**config.mk**
```make
export PLATFORM = sky130hd
export DESIGN_NAME = imq_ram
export DESIGN_NICKNAME = d
export VERILOG_FILES = /design/src/design/imq_ram.sv
export SDC_FILE = /design/constraint.sdc
export NUM_CORES = 1
export LEC_CHECK = 0
export BUFFER_PORTS_ARGS = -buffer_cell sky130_fd_sc_hd__buf_2
export CAP_MARGIN = 20
export CORE_MARGIN = 5
export CORE_UTILIZATION = 31
export DETAILED_ROUTE_END_ITERATION = 16
export GPL_TIMING_DRIVEN = 0
export HOLD_SLACK_MARGIN = 0.03
export PLACE_DENSITY = 0.58
export RECOVER_POWER = 50
export SLEW_MARGIN = 20
export SYNTH_ARGS = -nofsm -noshare
export SYNTH_HDL_FRONTEND = slang
export SYNTH_SLANG_ARGS = --single-unit
```
**constraint.sdc**
```tcl
create_clock -name clk -period 2.5 [get_ports clk]
set_input_delay 0.5 -clock clk [delete_from_list [all_inputs] [get_ports clk]]
set_output_delay 0.5 -clock clk [all_outputs]
set_load 0.03 [all_outputs]
```
**src/design/imq_ram.sv**
```systemverilog
`timescale 1ns / 1ps
// ----------------------------------------------------------------------------
// imq_ram
// Generic single write port, single read port RAM with registered read data.
// ----------------------------------------------------------------------------
module imq_ram #(
    parameter int WIDTH = 8,
    parameter int DEPTH = 16,
    localparam int AW = (DEPTH > 1) ? $clog2(DEPTH) : 1
) (
    input  logic             clk,
    input  logic             we,
    input  logic [AW-1:0]    waddr,
    input  logic [WIDTH-1:0] wdata,
    input  logic [AW-1:0]    raddr,
    output logic [WIDTH-1:0] rdata
);

    logic [WIDTH-1:0] mem [DEPTH];
    logic [WIDTH-1:0] rdata_reg;

    always_ff @(posedge clk)
    begin
        if (we)
        begin
            mem[waddr] <= wdata;
        end
        rdata_reg <= mem[raddr];
    end

    assign rdata = rdata_reg;

endmodule

```
==> results of run 1 <==
## per-layer routing
layer / vias up / wire length [um]
met5: - / 0
met2: 59 / 4730
li1: 1063 / -
met1: 1201 / 5020
met4: 0 / 174
met3: 12 / 456
## power by group
group / total, mW / internal (mW) / switching [mW]
Clock: 2.42 / 1.47 / 0.951
Combinational: 0.273 / 0.0994 / 0.174
Sequential: 2.56 / 2.55 / 0.0110
Total: 5.25 / 4.12 / 1.14
## synth_stat cells
| cell | number | area, um2 |
|---|---|---|
| clkdlybuf4s25_2 | 3 | 30.0 |
| a22oi_1 | 16 | 120 |
| nand3_1 | 1 | 5.00 |
| nand2b_1 | 2 | 12.5 |
| nor2b_1 | 1 | 6.26 |
| nand3b_1 | 2 | 15.0 |
| and2_1 | 1 | 6.26 |
| buf_2 | 3 | 15.0 |
| edfxtp_1 | 128 | 3840 |
| and2b_1 | 1 | 7.51 |
| nand2_1 | 9 | 33.8 |
| dfxtp_1 | 8 | 160 |
| buf_4 | 1 | 7.51 |
| buf_6 | 3 | 33.8 |
| or3b_2 | 1 | 8.76 |
| mux4_2 | 18 | 405 |
| mux4_1 | 14 | 368 |
| nor2_1 | 13 | 48.8 |
| nor3_1 | 4 | 20.0 |
## worst max path at each step
stage	start	slack, ps	endpoint	depth (start not counted)
floorplan	waddr[2]	510	mem[0][0]$_DFFE_PP_	2
finish	we	670	mem[2][1]$_DFFE_PP_	3
detailed placement	waddr[2]	270	mem[3][7]$_DFFE_PP_	3
global placement	waddr[2]	-110	mem[0][7]$_DFFE_PP_	3
global route	we	570	mem[12][1]$_DFFE_PP_	3
CTS	waddr[2]	710	mem[2][3]$_DFFE_PP_	3
## kinds of logic after synthesis
group,count (synthesis),synth area share
AOI/OAI and AO/OA,16,0.0233
buffers and inverters,10,0.0168
DFF,136,0.778
muxes,32,0.150
and+or+nand+nor,35,0.0318
## placed cells by master, fill, tap and decap left out
cell	synthesis	routed
and2b_1	1	1
edfxtp_1	128	128
clkinvlp_4	0	5
nand2b_1	2	2
clkinv_2	0	2
nor2_1	13	13
nor3_1	4	1
nand3_1	1	1
mux4_1	14	14
mux4_2	18	18
nand3b_1	2	2
clkbuf_1	0	9
nor2b_1	1	1
a22oi_1	16	16
and2_1	1	1
dfxtp_1	8	8
nand2_1	9	9
or3b_2	1	1
buf_2	3	18
clkbuf_16	0	17
clkinv_1	0	2
nor3_2	0	3
inv_6	0	4
buf_6	3	3
buf_4	1	1
clkdlybuf4s25_2	3	3
bufinv_16	0	2
## area by class of cell
type / count / area, um2 / share of cell area
plain buffers: 10 / 86.3 / 0.0141
clock buffers: 17 / 425 / 0.0695
clock inverters: 15 / 150 / 0.0245
multi-input cells: 83 / 1070 / 0.175
flip-flops and latches: 136 / 4000 / 0.654
well taps: 220 / 275 / 0.0450
repair buffers: 24 / 109 / 0.0178
## worst max-delay path: cells and delay by family
family,cells,cell delay (ps)
buffers and inverters,1,130
and+or+nand+nor,2,1220
==> impl_metrics.csv, run 1 <==
group,metric,value,unit
synth,synth-seq-area-share,0.778,
worst_setup_path,required,2540,ps
layout,drive_above_1_share,0.270,
layout,fillerInstances,1530,
sta,finClkSkew,11.3,ps
sta,post-route-min-period,1830,ps
hold_path,holdCritPathClass,"input port to flop",
clock_network,cts.root.buffer_cell,"clkbuf_16",
clock_network,cts_hold_repair.buffers,0,
routing,route.detailed.drc,0,
layout,n_antenna_cell,0,
clock_network,cts.repair_timing.setup_buffer_count,0,
place,dp_hpwl,6550,um
routing,detailedRoute.firstIterationViolations,181,
routing,detail_route.vias_per_cell,4.62,
worst_setup_path,critical_path.slowest_cell,"nor2_1",
power_and_ir_drop,vdd_drop_max,507,uV
sta,worst_pin_slew,1210,ps
place,dpl.cell_count,473,
layout,instances_no_fill,505,
status,outcome,"finished clean",
grt,globalRouteOverflowTotal,0,
floorplanning,cell_row_count,47,
worst_setup_path,critical_path_peak_fanout,8,
routing,drt_wl_total,10400,um
sta,final_hold_viol_count,0,
worst_setup_path,worstSetupPathType,"input port to flop",
grt,vias_in_the_first_global_route,2466,
worst_setup_path,worst_ep_arrival_time,1860,ps
sta,timing.final.ws_setup,671,ps
place,numPortBuffers,24,
routing,via_count,2335,
sta,whs,603,ps
hold_path,worst_min_delay_path_startpoint,"waddr[1]",
job,maxcap_violations,0,
floorplanning,initial_utilization,0.313,
floorplanning,die-area,19300,um2
floorplanning,floorplan.io_pins,26,
layout,largest_reg_flops,128,
grt,globalRoute.busiestLayer,"met1",
layout,synthToLayoutAreaGrowth,18.9,%
layout,finish.net_count,290,
power_and_ir_drop,power.density,858,nW/um2
worst_setup_path,reg2reg_setup_slack,1060,ps
clock_network,path_clk_slew,60,ps
layout,layout.core_utilization,0.372,
routing,wl_per_cell,20.6,um
synth,synth.lib_cells_used.distinct,19,
worst_setup_path,r2r-end,"rdata[0]$_DFF_P_",
worst_setup_path,slowest_delay,680,ps
synth,synthesis.area,5150,um2
place,dp_slack,265,ps
floorplanning,core-area,16500,um2
sta,final.setup.tns,0,ps
worst_setup_path,cell_breakdown_of_the_critical_path,"clkbuf_1 -> or3b_2 -> nor2_1",
clock_network,tritoncts_clock_tree,"built",
layout,layout.cell_area.non_filler,6120,um2
synth,synth_seq_cells,136,
clock_network,cts_max_level,4,
clock_network,worst_skew_pair.late_latency,420,ps
clock_network,clock_buffer_count_from_cts,17,
sta,setup_violations,0,
floorplanning,fp.dieW,139,um
hold_path,worst_hold_path.endpoint,"mem[8][4]$_DFFE_PP_",
place,standard_cell_area_after_detailed_placement,5560,um2
grt,global_route.usage.met1,0.166,
grt,groute.usage.overall,0.114,
sta,period_share,0.731,
clock_network,cts.sinks,136,
grt,largest_net_degree_at_the_start_of_global_routing,17,
hold_path,hold_path_cells,2,
synth,mappedNetlistNets,247,
clock_network,cts-root-to-sink-buffers,2,
routing,firstDrtPassIters,5,
worst_setup_path,worstSetupStartpointType,"input port",
clock_network,cts-resized-gates,0,
place,gp_congestion,0.720,
synth,synthesized_instance_count,229,
grt,antenna_found_initial,0,
grt,wire_length_of_the_first_global_routing_pass,15800,um
grt,met3_usage,0.0400,
grt,gr-usage-met2,0.155,
worst_setup_path,timing.reg2reg.worst_path_depth,3,
floorplanning,die_y,139,um
power_and_ir_drop,p_leak,1.99,nW
sta,timing.max_slew.rel_slack,0.185,
worst_setup_path,r2r-start,"mem[0][0]$_DFFE_PP_",
sta,grt_setup_unrepaired,"no",
synth,synth-warning-count,0,
power_and_ir_drop,post-layout-total-power,5.25,mW
routing,ant_nets,0,
worst_setup_path,cp-end-kind,"flop",
sta,slew_viol_final,0,
sta,fmax,547,MHz
synth,syn-mean-instance-area,22.5,um2
Note: power is estimated with default switching activity, not from simulation.
==> run 2, diff against run 1 <==
--- a/config.mk
+++ b/config.mk
@@ -12,7 +12,7 @@
 export DETAILED_ROUTE_END_ITERATION = 16
 export GPL_TIMING_DRIVEN = 0
 export HOLD_SLACK_MARGIN = 0.03
-export PLACE_DENSITY = 0.58
+export PLACE_DENSITY = 0.6
 export RECOVER_POWER = 50
 export SLEW_MARGIN = 20
 export SYNTH_ARGS = -nofsm -noshare
==> constraint.sdc (replaced) <==
create_clock -name clk -period 1.55 [get_ports clk]
set_input_delay 0.31 -clock clk [delete_from_list [all_inputs] [get_ports clk]]
set_output_delay 0.31 -clock clk [all_outputs]
set_load 0.03 [all_outputs]
==> run 2 against run 1 <==
Die area unchanged. Via count increased by 0.69%. Clock skew about the same. Hold slack got worse by 190 ps. Non-clock buffer count increased by 1. Core utilization increased by 0.36 points. Combinational power increased by 62%. Sequential power increased by 61%. Setup slack got worse by 560 ps. Critical path type unchanged.
==> impl_metrics.csv, run 2 (synthesized netlist as in run 1, its figures left out) <==
group,metric,value,unit
routing,via_count,2351,
sta,final.setup.tns,0,ps
floorplanning,initial_utilization,0.313,
worst_setup_path,worstSetupStartpointType,"input port",
place,dp_hpwl,6480,um
sta,finClkSkew,11.2,ps
clock_network,tritoncts_clock_tree,"built",
clock_network,cts.sinks,136,
sta,period_share,0.928,
routing,wl_per_cell,19.8,um
hold_path,holdCritPathClass,"input port to flop",
grt,groute.usage.overall,0.108,
sta,setup_violations,0,
sta,timing.max_slew.rel_slack,0.465,
sta,fmax,695,MHz
worst_setup_path,required,1590,ps
power_and_ir_drop,power.density,1420,nW/um2
power_and_ir_drop,share_seq_of_total_power,0.470,
worst_setup_path,cp-end-kind,"flop",
clock_network,cts.root.buffer_cell,"clkbuf_16",
routing,firstDrtPassIters,5,
sta,grt_setup_unrepaired,"no",
sta,worst_pin_slew,800,ps
worst_setup_path,timing.reg2reg.worst_path_depth,3,
clock_network,cts_max_level,4,
grt,largest_net_degree_at_the_start_of_global_routing,17,
hold_path,hold_path_cells,2,
routing,drt_wl_total,10000,um
floorplanning,fp.dieW,139,um
clock_network,worst_skew_pair.late_latency,410,ps
sta,post-route-min-period,1440,ps
floorplanning,cell_row_count,47,
layout,n_antenna_cell,0,
routing,route.detailed.drc,0,
power_and_ir_drop,p_int,7.10,mW
layout,finish.net_count,291,
status,outcome,"finished clean",
worst_setup_path,worstSetupPathType,"input port to flop",
place,numPortBuffers,24,
power_and_ir_drop,power.share.clock,0.480,
floorplanning,core-area,16500,um2
clock_network,cts_hold_repair.buffers,0,
grt,globalRouteOverflowTotal,0,
floorplanning,floorplan.io_pins,26,
floorplanning,die_y,139,um
sta,whs,409,ps
power_and_ir_drop,p_sw,1.69,mW
grt,vias_in_the_first_global_route,2453,
floorplanning,die-area,19300,um2
clock_network,path_clk_slew,60,ps
grt,antenna_found_initial,0,
power_and_ir_drop,power.share.combinational,0.050,
worst_setup_path,worst_ep_arrival_time,1480,ps
power_and_ir_drop,p_leak,2.01,nW
layout,mostFrequentLayoutCell,"edfxtp_1",
layout,synthToLayoutAreaGrowth,20.1,%
routing,detail_route.vias_per_cell,4.66,
grt,wire_length_of_the_first_global_routing_pass,15000,um
routing,ant_nets,0,
clock_network,clock_buffer_count_from_cts,17,
place,gp_congestion,0.725,
sta,final_hold_viol_count,0,
power_and_ir_drop,p_sw_frac,0.192,
routing,detailedRoute.firstIterationViolations,225,
clock_network,cts-root-to-sink-buffers,2,
layout,largest_reg_flops,128,
power_and_ir_drop,vdd_drop_max,915,uV
job,maxcap_violations,0,
layout,layout_common_cells,"128 x edfxtp_1, 19 x buf_2, 18 x mux4_2",
worst_setup_path,critical_path_peak_fanout,8,
sta,slew_viol_final,0,
layout,drive_above_1_share,0.263,
==> run 2: worst paths after layout <==
path,slack [ps],end,startpoint
min,410,mem[0][4]$_DFFE_PP_,waddr[0]
min reg2reg,680,rdata[3]$_DFF_P_,mem[8][3]$_DFFE_PP_
max,110,mem[2][2]$_DFFE_PP_,we
max reg2reg,130,rdata[0]$_DFF_P_,mem[5][0]$_DFFE_PP_
==> run 2: final cells by class <==
class	count	area, um2
tap	220	275
fill	1516	10300
clock inverter	10	176
buffer	10	86.3
timing repair buffer	25	114
sequential	136	4000
clock buffer	21	440
multi-input combinational	83	1090
==> run 2: critical path: stages <==
cell and delay (ps):
clkbuf_1 130, or3b_2 570, nor2_2 470
==> run 2: timing repair <==
| action | 4_1_cts | 5_1_grt |
|---|---|---|
| endpoints found under the setup margin | 24 | 0 |
| resized for setup | 4 | 0 |
| setup buffers | 0 | 0 |
| hold endpoints to repair | 0 | 0 |
==> run 2: routing by layer <==
layer / share of wire / GRT usage
met1: 0.47 / 0.146
met2: 0.47 / 0.165
met3: 0.045 / 0.0321
met4: 0.015 / 0.0463
met5: 0 / 0
==> run 2: power groups by stage <==
stage | clock [mW] | sequential (mW) | combinational [mW]
floorplan | 0 | 4.25 | 0.209
global placement | 0 | 4.20 | 0.437
detailed placement | 0 | 4.21 | 0.449
CTS | 4.28 | 4.13 | 0.454
global route | 4.45 | 4.14 | 0.476
finish | 4.22 | 4.13 | 0.441
==> run 2: metrics by stage <==
step	total power, mW	setup slack (ps)	utilization	cell area (um2)	std cells
after floorplan	4.46	-26.1	-	5150	229
after global placement	4.64	-574	0.337	5550	473
after detailed placement	4.66	-529	0.338	5560	474
after CTS	8.86	80.0	0.376	6190	505
after global routing	9.07	31.6	0.375	6180	505
final	8.79	111	0.375	6180	505
==> run 3, diff against run 2 <==
--- a/config.mk
+++ b/config.mk
@@ -8,11 +8,11 @@
 export BUFFER_PORTS_ARGS = -buffer_cell sky130_fd_sc_hd__buf_2
 export CAP_MARGIN = 20
 export CORE_MARGIN = 5
-export CORE_UTILIZATION = 31
+export CORE_UTILIZATION = 45
 export DETAILED_ROUTE_END_ITERATION = 16
 export GPL_TIMING_DRIVEN = 0
 export HOLD_SLACK_MARGIN = 0.03
-export PLACE_DENSITY = 0.6
+export PLACE_DENSITY = 0.76
 export RECOVER_POWER = 50
 export SLEW_MARGIN = 20
 export SYNTH_ARGS = -nofsm -noshare
==> run 3 against run 2 <==
Sequential share of layout area grew 1.2 points. Final cell count down 15%. Flip-flop and latch count stayed put. Total power decreased by 2.2%. Core utilization rose by 16 points. Design area shrank 1.8%. Highest routed layer unchanged.
==> impl_metrics.csv, run 3 (synthesized netlist as in run 1, its figures left out) <==
group,metric,value,unit
status,outcome,"finished clean",
clock_network,cts.root.buffer_cell,"clkbuf_16",
worst_setup_path,slowest_delay,580,ps
place,numPortBuffers,24,
floorplanning,die_y,117,um
sta,finClkSkew,6.48,ps
sta,timing.max_slew.rel_slack,0.435,
sta,post-route-min-period,1460,ps
worst_setup_path,critical_path_peak_fanout,8,
layout,finish.net_count,290,
sta,final.setup.tns,0,ps
power_and_ir_drop,power.density,1420,nW/um2
layout,n_antenna_cell,0,
routing,ant_nets,0,
power_and_ir_drop,p_leak,2.01,nW
routing,route.detailed.drc,0,
worst_setup_path,worstSetupStartpointType,"input port",
layout,synthToLayoutAreaGrowth,17.9,%
routing,wl_per_cell,22.9,um
grt,antenna_found_initial,0,
floorplanning,die-area,13700,um2
worst_setup_path,critPathBufInv,1,
grt,vias_in_the_first_global_route,2497,
clock_network,cts_hold_repair.buffers,0,
worst_setup_path,worst_ep_arrival_time,1500,ps
worst_setup_path,critical_path.slowest_cell,"or3b_2",
floorplanning,floorplan.io_pins,26,
worst_setup_path,worstSetupPathType,"input port to flop",
routing,via_count,2388,
job,maxcap_violations,0,
clock_network,tritoncts_clock_tree,"built",
floorplanning,core-area,11300,um2
sta,grt_setup_unrepaired,"no",
place,dp_hpwl,6200,um
sta,period_share,0.941,
grt,largest_net_degree_at_the_start_of_global_routing,17,
layout,instances_no_fill,428,
clock_network,worst_skew_pair.late_latency,410,ps
grt,groute.usage.overall,0.159,
grt,wire_length_of_the_first_global_routing_pass,14800,um
routing,detailedRoute.firstIterationViolations,217,
worst_setup_path,cp-end-kind,"flop",
sta,worst_pin_slew,844,ps
worst_setup_path,path_delay_family,"simple AND/OR/NAND/NOR gates",
layout,layout_common_cells,"128 x edfxtp_1, 18 x buf_2, 18 x mux4_2",
grt,globalRouteOverflowTotal,0,
routing,drt_wl_total,9800,um
clock_network,cts.sinks,136,
sta,setup_violations,0,
layout,seqCellArea,4000,um2
layout,drive_above_1_share,0.288,
layout,multi_input_comb_area,1090,um2
power_and_ir_drop,post-layout-total-power,8.60,mW
floorplanning,fp.dieW,117,um
clock_network,cts_max_level,4,
place,dpl.cell_count,396,
floorplanning,cell_row_count,39,
routing,firstDrtPassIters,4,
layout,mostFrequentLayoutCell,"edfxtp_1",
worst_setup_path,cell_breakdown_of_the_critical_path,"clkbuf_1 -> or3b_2 -> nor2_2",
routing,detail_route.vias_per_cell,5.58,
power_and_ir_drop,vdd_drop_max,679,uV
clock_network,clock_buffer_count_from_cts,17,
sta,slew_viol_final,0,
place,gp_congestion,0.740,
sta,fmax,686,MHz
hold_path,holdCritPathClass,"input port to flop",
floorplanning,initial_utilization,0.455,
clock_network,cts-root-to-sink-buffers,2,
worst_setup_path,required,1590,ps
sta,final_hold_viol_count,0,
clock_network,path_clk_slew,50,ps
layout,largest_reg_flops,128,
layout,fillerInstances,867,
## run 3: cell count changes in the layout (fill, tap and decap cells not counted)
| cell | change |
|---|---|
| bufinv_16 | -2 |
| inv_6 | +2 |
| nor3_1 | -1 |
| clkinv_4 | +4 |
| clkinv_1 | -2 |
| buf_2 | -1 |
| nor3_2 | +1 |
| clkinv_2 | +3 |
| clkbuf_1 | -4 |
## run 3: routing by layer
| metal | wire length [um] | up-vias | track usage |
|---|---|---|---|
| li1 | - | 1062 | - |
| met1 | 4090 | 1223 | 0.222 |
| met2 | 4720 | 92 | 0.237 |
| met3 | 892 | 11 | 0.0545 |
| met4 | 94 | 0 | 0.0505 |
| met5 | 0 | - | 0 |
## run 3: cell type report
class                   instances  share of cell area
clock inverters                15              0.0291
multi-input cells              83               0.180
repair buffers                 24              0.0179
well taps                     143              0.0295
clock buffers                  17              0.0701
plain buffers                  10              0.0142
flip-flops and latches        136               0.660
## run 3: final timing paths
kind / cells after the start / end / start / slack (ps)
setup / recovery: 3 / mem[2][1]$_DFFE_PP_ / we / 90
hold / removal: 4 / rdata[7]$_DFF_P_ / raddr[0] / 400
setup reg to reg: 3 / rdata[0]$_DFF_P_ / mem[1][0]$_DFFE_PP_ / 120
hold reg to reg: 3 / rdata[1]$_DFF_P_ / mem[8][1]$_DFFE_PP_ / 680
## run 3: metrics by stage
step | worst slack, ps | cell area [um2] | util | hold WS (ps)
after floorplan | -26.1 | 5150 | - | 409
after global placement | -500 | 5450 | 0.482 | 656
after detailed placement | -510 | 5460 | 0.482 | 673
after CTS | 32.0 | 6080 | 0.537 | 282
after global routing | 68.6 | 6070 | 0.536 | 418
final | 91.6 | 6070 | 0.536 | 403
## run 3: what timing repair did
item / CTS / global route
setup endpoints to repair: 24 / 0
buffers inserted: 0 / 0
resized for setup: 4 / 0
## run 3: power by group
group,internal [mW],switching [mW],total (mW),leakage [nW]
logic,0.161,0.276,0.437,0.497
clock network,2.53,1.50,4.03,0.291
registers,4.11,0.0184,4.13,1.22
## run 3: worst min-delay path, stage by stage
cell	delay (ps)
buf_6	110
mux4_2	220
a22oi_1	80
nand2_1	60
